### src/rtl/tie_pkg.sv
// Shared constants, opcode codes, execute result type and helpers for the tiny ISA executor.
package tie_pkg;

   localparam int REG_COUNT      = 16;
   localparam int REG_BITS       = $clog2(REG_COUNT);
   localparam int WORD_BITS      = 32;
   localparam int INSTR_BITS     = 16;
   // power of two, 16..256 (one valid flop per entry)
   localparam int DMEM_DEPTH     = 256;
   localparam int DMEM_ADDR_BITS = $clog2(DMEM_DEPTH);
   localparam int PC_BITS        = 16;
   localparam int PC_FIELD_BITS  = 16;
   localparam int ADDR_FIELD_BITS = 8;

   typedef enum logic [2:0] {
      OP_ADD  = 3'd0,
      OP_SUB  = 3'd1,
      OP_MUL  = 3'd2,
      OP_LD   = 3'd3,
      OP_ST   = 3'd4,
      OP_JMP  = 3'd5,
      OP_BEQZ = 3'd6,
      OP_SYS  = 3'd7
   } opcode_type;

   typedef struct packed {
      logic [PC_BITS-1:0]        next_pc;
      logic                      reg_write;
      logic [REG_BITS-1:0]       dest_reg;
      logic [WORD_BITS-1:0]      value;
      logic                      mem_read;
      logic                      mem_write;
      logic [DMEM_ADDR_BITS-1:0] mem_index;
      logic [WORD_BITS-1:0]      store_data;
      logic                      branch_taken;
      logic                      halt_now;
   } exec_result_type;

   function automatic opcode_type instr_opcode(input logic [INSTR_BITS-1:0] instr);
      return opcode_type'(instr[15:13]);
   endfunction

   // first register read port: R[a] for store and branch, R[b] otherwise
   function automatic logic [REG_BITS-1:0] port_a_addr(input logic [INSTR_BITS-1:0] instr);
      opcode_type op;
      op = instr_opcode(instr);
      if (op == OP_ST || op == OP_BEQZ) begin
         return instr[11:8];
      end
      return instr[7:4];
   endfunction

   // second register read port: R[b] for store, R[c] otherwise
   function automatic logic [REG_BITS-1:0] port_b_addr(input logic [INSTR_BITS-1:0] instr);
      if (instr_opcode(instr) == OP_ST) begin
         return instr[7:4];
      end
      return instr[3:0];
   endfunction

   function automatic logic [WORD_BITS-1:0] sext4(input logic [3:0] v);
      return {{(WORD_BITS-4){v[3]}}, v};
   endfunction

   // base + 2 * sext8(off), wrapped to the PC width
   function automatic logic [PC_BITS-1:0] branch_target(input logic [PC_BITS-1:0] base,
                                                         input logic [7:0] off);
      logic [31:0] wide;
      wide = 32'(base) + {{23{off[7]}}, off, 1'b0};
      return wide[PC_BITS-1:0];
   endfunction

   function automatic logic [PC_FIELD_BITS-1:0] pc_field(input logic [PC_BITS-1:0] pc);
      logic [31:0] wide;
      wide = 32'(pc);
      return wide[PC_FIELD_BITS-1:0];
   endfunction

   function automatic logic [ADDR_FIELD_BITS-1:0] addr_field(
         input logic [DMEM_ADDR_BITS-1:0] idx);
      logic [31:0] wide;
      wide = 32'(idx);
      return wide[ADDR_FIELD_BITS-1:0];
   endfunction

endpackage

### src/rtl/tie_alu.sv
// Instruction decode and execute: ALU, address, branch and halt decisions.
module tie_alu
   import tie_pkg::*;
(
   input  logic [INSTR_BITS-1:0] instruction,
   input  logic [PC_BITS-1:0]    pc,
   input  logic [WORD_BITS-1:0]  opnd_a,
   input  logic [WORD_BITS-1:0]  opnd_b,
   output exec_result_type       result
);

   opcode_type           op;
   logic                 imm;
   logic [WORD_BITS-1:0] src;
   logic [PC_BITS-1:0]   base;

   assign op   = instr_opcode(instruction);
   assign imm  = instruction[12];
   assign src  = imm ? sext4(instruction[3:0]) : opnd_b;
   assign base = pc + PC_BITS'(2);

   always_comb begin
      result         = '0;
      result.next_pc = base;
      unique case (op)
         OP_ADD: begin
            result.reg_write = 1'b1;
            result.dest_reg  = instruction[11:8];
            result.value     = opnd_a + src;
         end
         OP_SUB: begin
            result.reg_write = 1'b1;
            result.dest_reg  = instruction[11:8];
            result.value     = opnd_a - src;
         end
         OP_MUL: begin
            result.reg_write = 1'b1;
            result.dest_reg  = instruction[11:8];
            result.value     = opnd_a * src;
         end
         OP_LD: begin
            // value arrives from data memory one stage later
            result.reg_write = 1'b1;
            result.dest_reg  = instruction[11:8];
            result.mem_read  = 1'b1;
            result.mem_index = opnd_a[DMEM_ADDR_BITS-1:0];
         end
         OP_ST: begin
            result.mem_write  = 1'b1;
            result.mem_index  = opnd_a[DMEM_ADDR_BITS-1:0];
            result.store_data = opnd_b;
         end
         OP_JMP: begin
            result.next_pc      = branch_target(base, instruction[11:4]);
            result.branch_taken = 1'b1;
         end
         OP_BEQZ: begin
            if (opnd_a == '0) begin
               result.next_pc      = branch_target(base, instruction[7:0]);
               result.branch_taken = 1'b1;
            end
         end
         OP_SYS: begin
            // flag set: no operation, flag clear: halt
            result.halt_now = !imm;
         end
         default: begin
         end
      endcase
   end

endmodule

### config.mk
export PLATFORM = sky130hd
export DESIGN_NAME = tie_alu
export DESIGN_NICKNAME = d
export VERILOG_FILES = /design/src/rtl/tie_pkg.sv /design/src/rtl/tie_alu.sv
export SDC_FILE = /design/constraint.sdc
export NUM_CORES = 1
export LEC_CHECK = 0
export ABC_CLOCK_PERIOD_IN_PS = 11400
export BUFFER_PORTS_ARGS = -buffer_cell sky130_fd_sc_hd__buf_4
export CAP_MARGIN = 20
export CORE_AREA = 4 4 209 211
export DETAILED_ROUTE_END_ITERATION = 8
export DIE_AREA = 0 0 213 215
export PLACE_DENSITY = 0.82
export SETUP_SLACK_MARGIN = 0.1
export SYNTH_ARGS = -nofsm -noshare
export SYNTH_HDL_FRONTEND = slang
export SYNTH_SLANG_ARGS = --single-unit
### constraint.sdc
create_clock -name vclk -period 11.4
set_input_delay 2.28 -clock vclk [all_inputs]
set_output_delay 2.28 -clock vclk [all_outputs]
set_load 0.005 [all_outputs]
==> impl_results.md <==
- # fillers: approximately 3500
- Max FO, Critical Path: 6
- Cell taking the most area after synthesis: fa_1
- HPWL Detailed: 64210 um
- Initial Utilization: 49.74%
- Core region area: between 40000 and 50000 um^2
- Worst Max-Slew Pin Slew: 0.8607 ns
- Largest stage delay, worst path: 0.55 ns
- CP arrival: approximately 9.8 ns
- Area contributors post-synth: fa_1, ha_1, and2_1
- WS Path Type: in2out
- Max stage delay cell, worst path: fa_1
- Max Cap Viol: 0
- Post-synthesis simple-gate area fraction: around 21%
- Final period utilization: 106.2%
- Setup Viol. Count Final: 11
- Io pins: roughly 190
- Final WS setup: -0.7062 ns
- Layout overhead on the synthesized area: 20.43%
- Fin Hold WS: 4.560 ns
- Most used cell, CP: fa_1
- Overall via count from detail_route: 19434
- Grt ovf: 0
- Cell Area, Synth: 20770 um^2
- Largest family of logic cells by synthesized area: adder cells
- Max-slew headroom: 42.18%
- Routed met3 length: 8726 um
- RSZ-0062 raised after global routing: true
- Die Wd: roughly 210 um
- Clock period minus worst slack: 12.11 ns
- Layout cell share with drive strength beyond 1: 20.26%
- Post-Synth Adder-Cell Area: between 50% and 60%
- Final Hold Fails: 0
- Die area: 45800 um^2
- Die Y: 215 um
- DRT iter0 DRCs: around 1700
- Port Buffers: 191
- Via density: between 5 and 6
- DR pass1 iterations: 6
- Post-synth top area share: 39.61%
- Final #Nets: 3498
- Post-DRT Antenna Nets: 0
- Pin count of the biggest net entering global routing: 29
- Vias in the first global route: 20896
- # clk buffers: 0
- Cell Rows: 75
- Ys Warns: 0
- CP endpoint kind: output port
- Remaining routing DRC violations: 0
- Routed wl met2: roughly 35000 um
- CP Launch Type: input pin
- Initial antenna violation count: 2
- WL met1: 28720 um
- Max layer used: met4
- Seq Cell Count: 0
- Compound-Gate Fraction of Synth Area: between 10% and 20%
- Global-route usage over all layers: approximately a third
- Worst Hold Depth: 0
- Routability cong.: 1.025
- Synth Net Count: 3172
- Mapped Cells: 2480
- Min-Delay Path Class: in2out
- Sequential cell area: 0 um^2
- Final wirelength: around 77000 um
- FMAX: 0.08260 GHz
- Final Max Slew Viols: 0
- Worst Path Required: roughly 9.1 ns
- Status: finished, violations left
- Post-synthesis mux area share: between 1 and 1.5%
- Synth unique cells: 78
- Syn Area/Cell: 8.375 um^2
- Global-route wire length before repair: 117100 um
- Sequential share of the synthesized area: 0%
- Wire per inst: 22.92 um
- Post-synthesis xor/xnor area fraction: 7.422%
- # hold bufs at CTS: 0
- Failing checks: setup timing
cell families after synthesis:
group,count (synthesis)
XOR/XNOR,176
buffers and inverters,532
AND/OR/NAND/NOR,832
multiplexers,19
adder cells (fa/ha/maj),596
AO/OA/AOI/OAI,325
cell type report:
class                           count  area (um^2)  area share, %
Tap cell                          539        674.4          2.696
Inverter                          413         1550          6.198
Multi-Input combinational cell   1952        19320          77.25
Antenna cell                        2        5.005        0.02001
Timing Repair Buffer              439         3460          13.83
path summary, 6_finish.rpt:
path                             from          to  slack, ns
worst max-delay path  instruction[12]  result[75]      -0.71
worst min-delay path            pc[0]  result[81]       4.56
worst max-delay path, delay by kind of cell:
kind,cells,cell delay (ns)
fa+ha+maj,9,4.24
simple gates,2,0.38
buf+inv,6,0.46
compound gates,8,1.95
mux,1,0.37
xor+xnor,1,0.13
cells in the mapped netlist (10+ instances only):
cell type	n
clkbuf_1	108
nor4_1	14
o21ai_0	64
a21o_1	34
o22ai_1	24
inv_1	410
nand2b_1	11
nand2_1	282
o21a_1	12
fa_1	411
ha_1	185
nand3_1	18
a21oi_1	76
mux2_2	15
nor3_1	27
o21bai_1	11
nor2_1	87
a211oi_1	13
and2_1	305
xor2_1	55
nor2b_1	45
xnor2_1	121
a22oi_1	10
metal layers:
layer / GRT usage [%] / vias up
met5: 0 / -
met4: 14.52 / 0
met3: 7.715 / 262
met2: 51.84 / 1188
met1: 42.85 / 9579
li1: - / 8405
layout by cell type, fill, tap and decap left out, types with 8 or more instances in the layout:
master,netlist,final
a211oi_1,13,9
a21o_1,34,33
a21oi_1,76,68
a21oi_2,1,9
a22oi_1,10,10
a31oi_1,9,8
and2_1,305,298
and2_4,1,8
buf_4,2,416
buf_6,3,15
fa_1,411,393
fa_2,0,18
ha_1,185,167
ha_4,0,14
inv_1,410,404
inv_2,2,8
mux2_2,15,8
mux2_4,1,12
nand2_1,282,281
nand2b_1,11,11
nand3_1,18,18
nor2_1,87,84
nor2b_1,45,44
nor3_1,27,23
nor4_1,14,14
o21a_1,12,12
o21ai_0,64,60
o21ai_1,7,8
o21bai_1,11,11
o22ai_1,24,24
or2_2,9,9
xnor2_1,121,120
xor2_1,55,54
stage by stage:
step,util (%),TNS (ns),cell area (um^2),setup WS [ns],instances
floorplan,-,-0.3002,20910,-0.2469,2480
global placement,58.01,-5.924,24230,-0.8907,3319
detailed placement,58.01,-7.616,24230,-1.067,3319
CTS,58.46,-3.062,24410,-0.6293,3326
global route,59.89,-4.528,25010,-0.8682,3343
finish,59.90,-2.644,25010,-0.7062,3345
what timing repair did:
action	4_1_cts	5_1_grt
cloned	1	5
buffers inserted	6	13
gates resized for setup	32	88
endpoints found under the setup margin	15	16
pin swaps	8	53
Power is not shown: default switching activity piles up to over one toggle a cycle in this logic, so the estimate is an artifact.
