$ cat src/rtl/tie_ram.sv
// Generic single-write, single-read RAM with registered read data.
module tie_ram #(
   parameter int WIDTH = 32,
   parameter int DEPTH = 16
) (
   input  logic                     clock,
   input  logic                     wr_en,
   input  logic [$clog2(DEPTH)-1:0] wr_addr,
   input  logic [WIDTH-1:0]         wr_data,
   input  logic                     rd_en,
   input  logic [$clog2(DEPTH)-1:0] rd_addr,
   output logic [WIDTH-1:0]         rd_data
);

   logic [WIDTH-1:0] mem_ff [DEPTH];
   logic [WIDTH-1:0] rd_data_ff;

   always_ff @(posedge clock) begin
      if (wr_en) begin
         mem_ff[wr_addr] <= wr_data;
      end
      if (rd_en) begin
         rd_data_ff <= mem_ff[rd_addr];
      end
   end

   assign rd_data = rd_data_ff;

endmodule

$ cat config.mk
export PLATFORM = sky130hd
export DESIGN_NAME = tie_ram
export DESIGN_NICKNAME = d
export VERILOG_FILES = /design/src/rtl/tie_ram.sv
export SDC_FILE = /design/constraint.sdc
export NUM_CORES = 1
export LEC_CHECK = 0
export BUFFER_PORTS_ARGS = -buffer_cell sky130_fd_sc_hd__buf_4
export CORE_ASPECT_RATIO = 0.75
export CORE_MARGIN = 2
export CORE_UTILIZATION = 50
export DETAILED_ROUTE_END_ITERATION = 10
export PLACE_DENSITY_LB_ADDON = 0.15
export SYNTH_ARGS = -nofsm -noshare
export SYNTH_HDL_FRONTEND = slang
export SYNTH_SLANG_ARGS = --single-unit
$ cat constraint.sdc
create_clock -name clock -period 11.9 [get_ports clock]
set_clock_uncertainty 0.2 [all_clocks]
set_input_delay 1.19 -clock clock [delete_from_list [all_inputs] [get_ports clock]]
set_output_delay 1.19 -clock clock [all_outputs]
set_load 0.05 [all_outputs]
==> flow_summary.yaml, run 1 <==
grt:
  antenna_found_initial: 1
  grt_remaining_overflow: 0
  grt_pass1_wl_mm: 62.1
  grt_start_max_net_pins: 78
  grt_pass1_vias: 9235
  grt_usage_pct: 20.7
route:
  vias: 9009
  drt_iter0_drc: 848
  routed_wl_mm: 42.4
  firstDrtPassIters: 7
  post-route-drc-count: 0
  wl_per_cell_um: 28.2
  viasPerCell: 5.98
  ant_nets: 0
yosys:
  synth_compound_area_share_pct: 2.38
  synth_fp_nets: 881
  yosys.area_share.xor_xnor_pct: 0
  syn_area_mm2: 0.0202
  synth_edf_count: 544
  ys_seq_area_share_pct: 81.0
  synth_seq_cells: 544
  postSynthCellCount: 838
  synthTopCellsByCount: "544 x edfxtp_1, 128 x mux4_2, 64 x a22oi_1"
  synth_top_family_by_area: "multiplexers"
  synth_ff_type: "edfxtp_1"
  async_flop_share_pct: 0
  synthSimpleGateAreaFrac_pct: 1.25
  synth.top_cell.area_share_pct: 81.0
  yosys.cell_count.top_type: "edfxtp_1"
  synth_fa_ha_area_share_pct: 0
  synth.mux.area_fraction_pct: 14.3
  synth.distinct_cells: 17
  synth_largest_area_cell: "edfxtp_1"
  synthTopCellsByArea: "edfxtp_1 81%, mux4_2 14%, a22oi_1 2.4%"
  syn_avg_cell_area_um2: 24.1
  yosys_warnings: 0
worst_setup_path:
  path_cells: "clkbuf_8, buf_4, mux4_2, a22oi_1, nand2_1"
  path_class: "primary input to register"
  cpLargestDelayFamily: "buffers and inverters"
  critPathBufInv: 2
  required_ns: 12.02
  critPathLaunchType: "primary input"
  cp-end-kind: "register"
  critPathLaunch: "rd_addr[0]"
  crit_arrival_ns: 3.84
  worstReg2RegStart: "mem_ff[11][8]"
  cpPeakStageDelay_ns: 0.95
  crit_fanout: 77
  cp_slowest_cell: "buf_4"
clock_network:
  clk_pin_slew_ns: 0.06
  postCtsSetupBuffers: 0
  root_buffer: "clkbuf_16"
  clock_path_buffers: 3
  cts_buffers: 51
  postCtsResizedCells: 0
  cts_sinks: 544
  h-tree-depth: 2
  hold_buffers: 0
  clkLatencyLatePin_ns: 0.56
  cts_tree: "done"
timing:
  finalMaxSlewViolations: 0
  setup_viol: 0
  final.setup.worst_slack_ns: 8.18
  slew_headroom_pct: 25.9
  tns_ns: 0
  finalHoldViolCount: 0
  max_freq_mhz: 269
  worst_pin_slew_ns: 1.11
  rsz0062_at_grt: "no"
  min_period_over_period_pct: 31.3
  fin_crit_ns: 3.72
placement:
  placed_cell_area_mm2: 0.0215
  gp_congestion: 0.666
  io_buffers: 74
  hpwl_mm: 18.9
  place_worst_setup_slack_ns: 7.45
power_and_ir_drop:
  total_leakage_power_uw: 0.00735
  max-vdd-ir-drop_mv: 0.137
  power_density_mw_per_mm2: 173
layout:
  multi_input_area_mm2: 0.00375
  regArea_mm2: 0.0163
  fin_nets: 986
  layout-drive-gt1-share_pct: 32.1
  fin_area_mm2: 0.0231
  area_growth_pct: 14.7
  num-fill-cells: 2854
floorplanning:
  initial_core_util_pct: 50.9
  fp-row-count: 63
  die_h_um: 178
  num_io_pins: 75
  dieArea_mm2: 0.0420
  core-area_mm2: 0.0396
  die_width_um: 236
flow_run:
  maxCapViolations: 0
run_status:
  status: "finished, final reports clean"
min_path:
  hold_class: "register to register"
  worst_hold_startpoint: "mem_ff[15][4]"
-- sequential cells by signal, summed over array words and instances (netlist names) --
signal   cells
mem_ff     512
rd_data     32
-- report_power, final --
group | internal (µW) | switching (µW)
logic | 82.4 | 139
registers | 2160 | 11.9
clock network | 945 | 675
-- area by class of cell --
cell class / count / share of cell area [%]
clock buffers: 65 / 5.93
repair buffers: 95 / 3.11
diodes: 1 / 0.0108
flip-flops and latches: 544 / 70.6
well taps: 520 / 2.81
multi-input cells: 251 / 16.2
clock inverters: 30 / 1.31
-- path summary, 6_finish.rpt --
path	slack [ns]	cells after the start	end
worst max-delay path	8.18	5	rd_data[17]
worst min-delay path	0.54	3	rd_data[4]
worst max register to register	10.23	3	rd_data[8]
worst min register to register	0.54	3	rd_data[4]
-- cell usage in the layout (no fill, tap or decap), drive strengths merged --
| cell | synthesis | routed |
|---|---|---|
| edfxtp | 544 | 544 |
| mux4 | 128 | 128 |
| buf | 26 | 94 |
| clkbuf | 17 | 66 |
| a22oi | 64 | 64 |
| nand2 | 33 | 33 |
| clkinv | 0 | 19 |
| nor2 | 13 | 13 |
| bufinv | 0 | 6 |
| clkinvlp | 0 | 5 |
| nor3 | 4 | 4 |
| nor2b | 2 | 2 |
| nand3b | 2 | 2 |
| nand2b | 2 | 2 |
| diode | 0 | 1 |
| and2 | 1 | 1 |
| nand3 | 1 | 1 |
| or3b | 1 | 1 |
-- metal layers --
layer / part of all wire (%) / up-vias / wire [µm] / track usage (%)
met5: 0 / - / 0 / 0
met4: 1.4 / 0 / 588 / 4.72
met3: 6.2 / 56 / 2640 / 3.69
met2: 48 / 282 / 20400 / 32.4
met1: 44 / 4848 / 18800 / 30.8
li1: - / 3823 / - / -
-- through the flow --
stage	util (%)	cells	power, µW	hold WS (ns)
5_1_grt	58.3	1506	4140	0.565
3_3_place_gp	54.1	1410	2430	0.528
6_report	58.3	1506	4010	0.537
3_5_place_dp	54.1	1410	2440	0.526
2_1_floorplan	-	838	2340	0.510
4_1_cts	58.3	1505	4050	0.539
-- tightest hold or removal path: stages (launching register included) --
cell	delay [ns]
edfxtp_1	0.31
mux4_2	0.22
a22oi_1	0.06
nand2_1	0.05
-- kinds of logic after synthesis --
group,Yosys count
DFF,544
muxes,128
AOI/OAI and AO/OA,64
and+or+nand+nor,59
buffers and inverters,43
Note: power is estimated with default switching activity, not from simulation.
==> run 2, diff against run 1 <==
Clock period 11.9 ns to 3.4 ns, I/O delays scaled along.
==> run 2 against run 1 <==
Effect of this change: sequential power grew to 3.5 times the previous value; flip-flop and latch count unchanged; worst setup slack lost 6.7 ns; count of clock-buffer cells in the layout grew 1; critical path depth is the same; highest routed layer unchanged.
==> flow_summary.yaml, run 2 (same netlist as run 1, synthesis figures left out) <==
power_and_ir_drop:
  max-vdd-ir-drop_mv: 0.469
  power_density_mw_per_mm2: 602
  fin_total_pwr_uw: 14200
  total_leakage_power_uw: 0.00761
timing:
  tns_ns: 0
  finalMaxSlewViolations: 0
  rsz0062_at_grt: "no"
  worst_pin_slew_ns: 1.08
  slew_headroom_pct: 28.3
  min_period_over_period_pct: 57.4
  max_freq_mhz: 513
  setup_viol: 0
  hold_slack_ns: 0.158
  fin_crit_ns: 1.95
  finalHoldViolCount: 0
worst_setup_path:
  crit_arrival_ns: 2.05
  rrSetupSlack_ns: 1.73
  ff2ff_path_depth: 3
  required_ns: 3.50
  worstReg2RegStart: "mem_ff[3][5]"
  path_class: "primary input to register"
  cp-end-kind: "register"
  r2r-end: "rd_data[5]"
  critPathLaunchType: "primary input"
  crit_fanout: 36
clock_network:
  cts_tree: "done"
  h-tree-depth: 2
  hold_buffers: 32
  clkLatencyLatePin_ns: 0.56
  postCtsSetupBuffers: 0
  clock_path_buffers: 3
  clk_pin_slew_ns: 0.06
  cts_buffers: 50
  cts_sinks: 544
  postCtsResizedCells: 0
  root_buffer: "clkbuf_16"
layout:
  area_growth_pct: 17.2
  finalNonFillerCells: 1550
  largest_register: "mem_ff"
  layout_commonest_cell: "edfxtp_1"
  layout-drive-gt1-share_pct: 32.1
  num-fill-cells: 2790
  fin_nets: 1032
  layout_common_cells: "544 x edfxtp_1, 128 x mux4_2, 105 x buf_4, 64 x a22oi_1, 53 x clkbuf_16"
  final_util_pct: 59.7
  largest_reg_flops: 512
run_status:
  status: "finished, final reports clean"
flow_run:
  maxCapViolations: 0
route:
  vias: 9264
  routed_wl_mm: 43.4
  firstDrtPassIters: 5
  wl_per_cell_um: 28.0
  post-route-drc-count: 0
  viasPerCell: 5.98
  ant_nets: 0
  drt_iter0_drc: 854
placement:
  hpwl_mm: 22.4
  gp_congestion: 0.687
  dpl.cell_count: 1425
  io_buffers: 74
min_path:
  worst_hold_startpoint: "rd_en"
  hold_end: "rd_data[27]"
  hold_class: "primary input to register"
  whs_path_depth: 1
floorplanning:
  core-area_mm2: 0.0396
  initial_core_util_pct: 50.9
  die_h_um: 178
  die_width_um: 236
  num_io_pins: 75
  fp-row-count: 63
  dieArea_mm2: 0.0420
grt:
  grt_pass1_wl_mm: 64.6
  grt_remaining_overflow: 0
  grt_pass1_vias: 9643
  grt_start_max_net_pins: 53
  grt_usage_pct: 21.3
  antenna_found_initial: 1
==> run 2: changes by cell type in the layout (fill, tap and decap cells not counted), sizes merged <==
cell         change
dlygate4sd3     +32
clkinvlp         -5
clkbuf           +1
buf             +15
clkinv           -1
bufinv           +2
==> run 2: cell type report <==
cell class                      instances  area [µm²]  area share, %
Sequential cell                       544       16300           69.1
Multi-Input combinational cell        251        3770           15.9
Clock buffer                           66        1380           5.81
Timing Repair Buffer                  142        1190           5.05
Tap cell                              520         651           2.75
Clock inverter                         26         328           1.39
Antenna cell                            1        2.50         0.0106
==> run 2: how the worst max path moves through the flow <==
stage	from	to	cells past startpoint
2_1_floorplan	wr_en	mem_ff[12][0]	2
3_3_place_gp	rd_addr[0]	rd_data[2]	5
3_5_place_dp	rd_addr[0]	rd_data[2]	5
4_1_cts	rd_addr[0]	rd_data[2]	5
5_1_grt	rd_addr[0]	rd_data[30]	5
6_report	rd_addr[0]	rd_data[2]	5
==> run 2: critical path, stage by stage <==
cell	delay (ns)
clkbuf_8	0.39
buf_4	0.37
mux4_2	0.55
a22oi_1	0.26
nand2_1	0.08
==> run 2: power by group <==
part | internal, µW | switching (µW)
combinational | 323 | 502
clock | 3450 | 2360
sequential | 7550 | 47.6
total | 11300 | 2910
==> run 2: routing by layer <==
metal  global-route usage [%]  up-vias  wire length, µm
met5                        0        -                0
met4                     4.70        0              684
met2                     34.4      306            20900
li1                         -     3910                -
met3                     3.56       62             2560
met1                     31.3     4986            19300
==> run 2: metrics by stage <==
stage          area [µm²]  setup WS [ns]
2_1_floorplan       20200         0.0582
3_3_place_gp        21600          0.845
3_5_place_dp        21600          0.852
4_1_cts             23700           1.45
5_1_grt             23700           1.33
6_report            23700           1.45
==> run 3, diff against run 2 <==
Clock period 3.4 ns to 1.86 ns, I/O delays scaled along.
==> run 3 against run 2 <==
Effect of this change: cell area rose by 2.9%; critical endpoint is now rd_data[29]; register-to-register slack got worse by 1.5 ns; worst setup slack worse by 1.3 ns; clock power increased by 71%; combinational power increased by 100%; die area did not move; utilization rose by 1.7 points; global-route usage fell by 0.089 points; via count increased by 2.5%; first-iteration DRC count is 34% higher; non-clock buffer count increased by 43; count of clock-buffer cells in the layout shrank 2.
==> flow_summary.yaml, run 3 (same netlist as run 1, synthesis figures left out) <==
run_status:
  status: "finished, final reports clean"
route:
  firstDrtPassIters: 5
  ant_nets: 0
  drt_iter0_drc: 1142
  vias: 9491
  viasPerCell: 5.95
  routed_wl_mm: 43.2
  post-route-drc-count: 0
  wl_per_cell_um: 27.1
layout:
  layout_common_cells: "544 x edfxtp_1, 128 x mux4_2, 111 x buf_4, 64 x a22oi_1, 53 x clkbuf_16"
  largest_register: "mem_ff"
  fin_nets: 1077
  fin_area_mm2: 0.0243
  area_growth_pct: 20.6
  largest_reg_flops: 512
  layout-drive-gt1-share_pct: 34.5
  num-fill-cells: 2738
  layout_commonest_cell: "edfxtp_1"
  final_util_pct: 61.4
timing:
  tns_ns: 0
  worst_pin_slew_ns: 1.06
  final.setup.worst_slack_ns: 0.180
  setup_viol: 0
  hold_slack_ns: 0.0262
  fin_crit_ns: 1.68
  slew_headroom_pct: 29.0
  min_period_over_period_pct: 90.3
  rsz0062_at_grt: "no"
  finalHoldViolCount: 0
  max_freq_mhz: 595
  finalMaxSlewViolations: 0
placement:
  hpwl_mm: 24.6
  io_buffers: 74
  gp_congestion: 0.716
  placed_cell_area_mm2: 0.0224
  place_worst_setup_slack_ns: -0.175
worst_setup_path:
  crit_fanout: 1
  critPathLaunchType: "register"
  path_cells: "mux4_2, a22oi_1, nand2_1"
  cp-end-kind: "register"
  cpPeakStageDelay_ns: 0.47
  crit_arrival_ns: 1.78
  cp_slowest_cell: "mux4_2"
  path_class: "register to register"
  required_ns: 1.96
floorplanning:
  num_io_pins: 75
  dieArea_mm2: 0.0420
  die_width_um: 236
  core-area_mm2: 0.0396
  fp-row-count: 63
  die_h_um: 178
  initial_core_util_pct: 50.9
clock_network:
  clock_path_buffers: 3
  clkLatencyLatePin_ns: 0.57
  cts_sinks: 544
  h-tree-depth: 2
  root_buffer: "clkbuf_16"
  clk_pin_slew_ns: 0.06
  postCtsResizedCells: 0
  cts_tree: "done"
  cts_buffers: 52
grt:
  grt_pass1_vias: 9535
  grt_pass1_wl_mm: 63.8
  grt_start_max_net_pins: 45
  antenna_found_initial: 1
  grt_remaining_overflow: 0
  grt_usage_pct: 21.3
power_and_ir_drop:
  total_leakage_power_uw: 0.00790
  power_density_mw_per_mm2: 1050
  max-vdd-ir-drop_mv: 0.686
min_path:
  hold_class: "primary input to register"
flow_run:
  maxCapViolations: 0
## run 3: changes by cell type in the layout (fill, tap and decap cells not counted), sizes merged
cell / previous run / this run
dlygate4sd3: 32 / 33
clkinvlp: 0 / 2
bufinv: 8 / 3
buf: 109 / 151
clkinv: 18 / 25
clkbuf: 67 / 65
## run 3: stage by stage
step	total power, µW	instances
after detailed placement	15800	1467
after floorplan	15000	838
after global routing	26300	1594
after CTS	25700	1594
after global placement	15700	1467
final	25500	1595
## run 3: worst max-delay path, delay by kind of cell, from the launching register on
family	cells	cell delay [ns]
AOI/OAI and AO/OA	1	0.29
DFF	1	0.36
muxes	1	0.47
and+or+nand+nor	1	0.10
## run 3: area by class of cell
type	instances	area (µm²)	area share (%)
flip-flops and latches	544	16300	67.1
multi-input cells	251	3780	15.5
repair buffers	185	1980	8.13
clock buffers	64	1370	5.62
well taps	520	651	2.67
clock inverters	30	224	0.920
diodes	1	2.50	0.0103
## run 3: layer usage
metal  global-route usage [%]  share of wire [%]  vias up
li1                         -                  -     4010
met1                     33.6                 46     5060
met2                     31.2                 44      375
met3                     3.97                8.3       46
met4                     4.67                1.4        0
met5                        0                  0        -
## run 3: what timing repair did
| action | 4_1_cts | 5_1_grt |
|---|---|---|
| hold buffers | 33 | 0 |
| hold endpoints to repair | 524 | 0 |
| setup buffers | 0 | 0 |
## run 3: where the power goes
| group | internal, µW | total (µW) | leakage (µW) | switching (µW) |
|---|---|---|---|---|
| sequential | 13800 | 13900 | 0.00494 | 82.0 |
| clock | 5620 | 9920 | 0.000777 | 4300 |
| combinational | 704 | 1650 | 0.00218 | 951 |
| total | 20100 | 25500 | 0.00790 | 5330 |
## run 3: path summary, 6_finish.rpt
path                                      end  slack [ns]      startpoint  cells past startpoint
worst max-delay path              rd_data[29]        0.18  mem_ff[11][29]                      3
worst min-delay path            mem_ff[0][23]        0.03      wr_addr[0]                      3
worst max register to register    rd_data[29]        0.18  mem_ff[11][29]                      3
worst min register to register    rd_data[31]        0.54  mem_ff[12][31]                      3
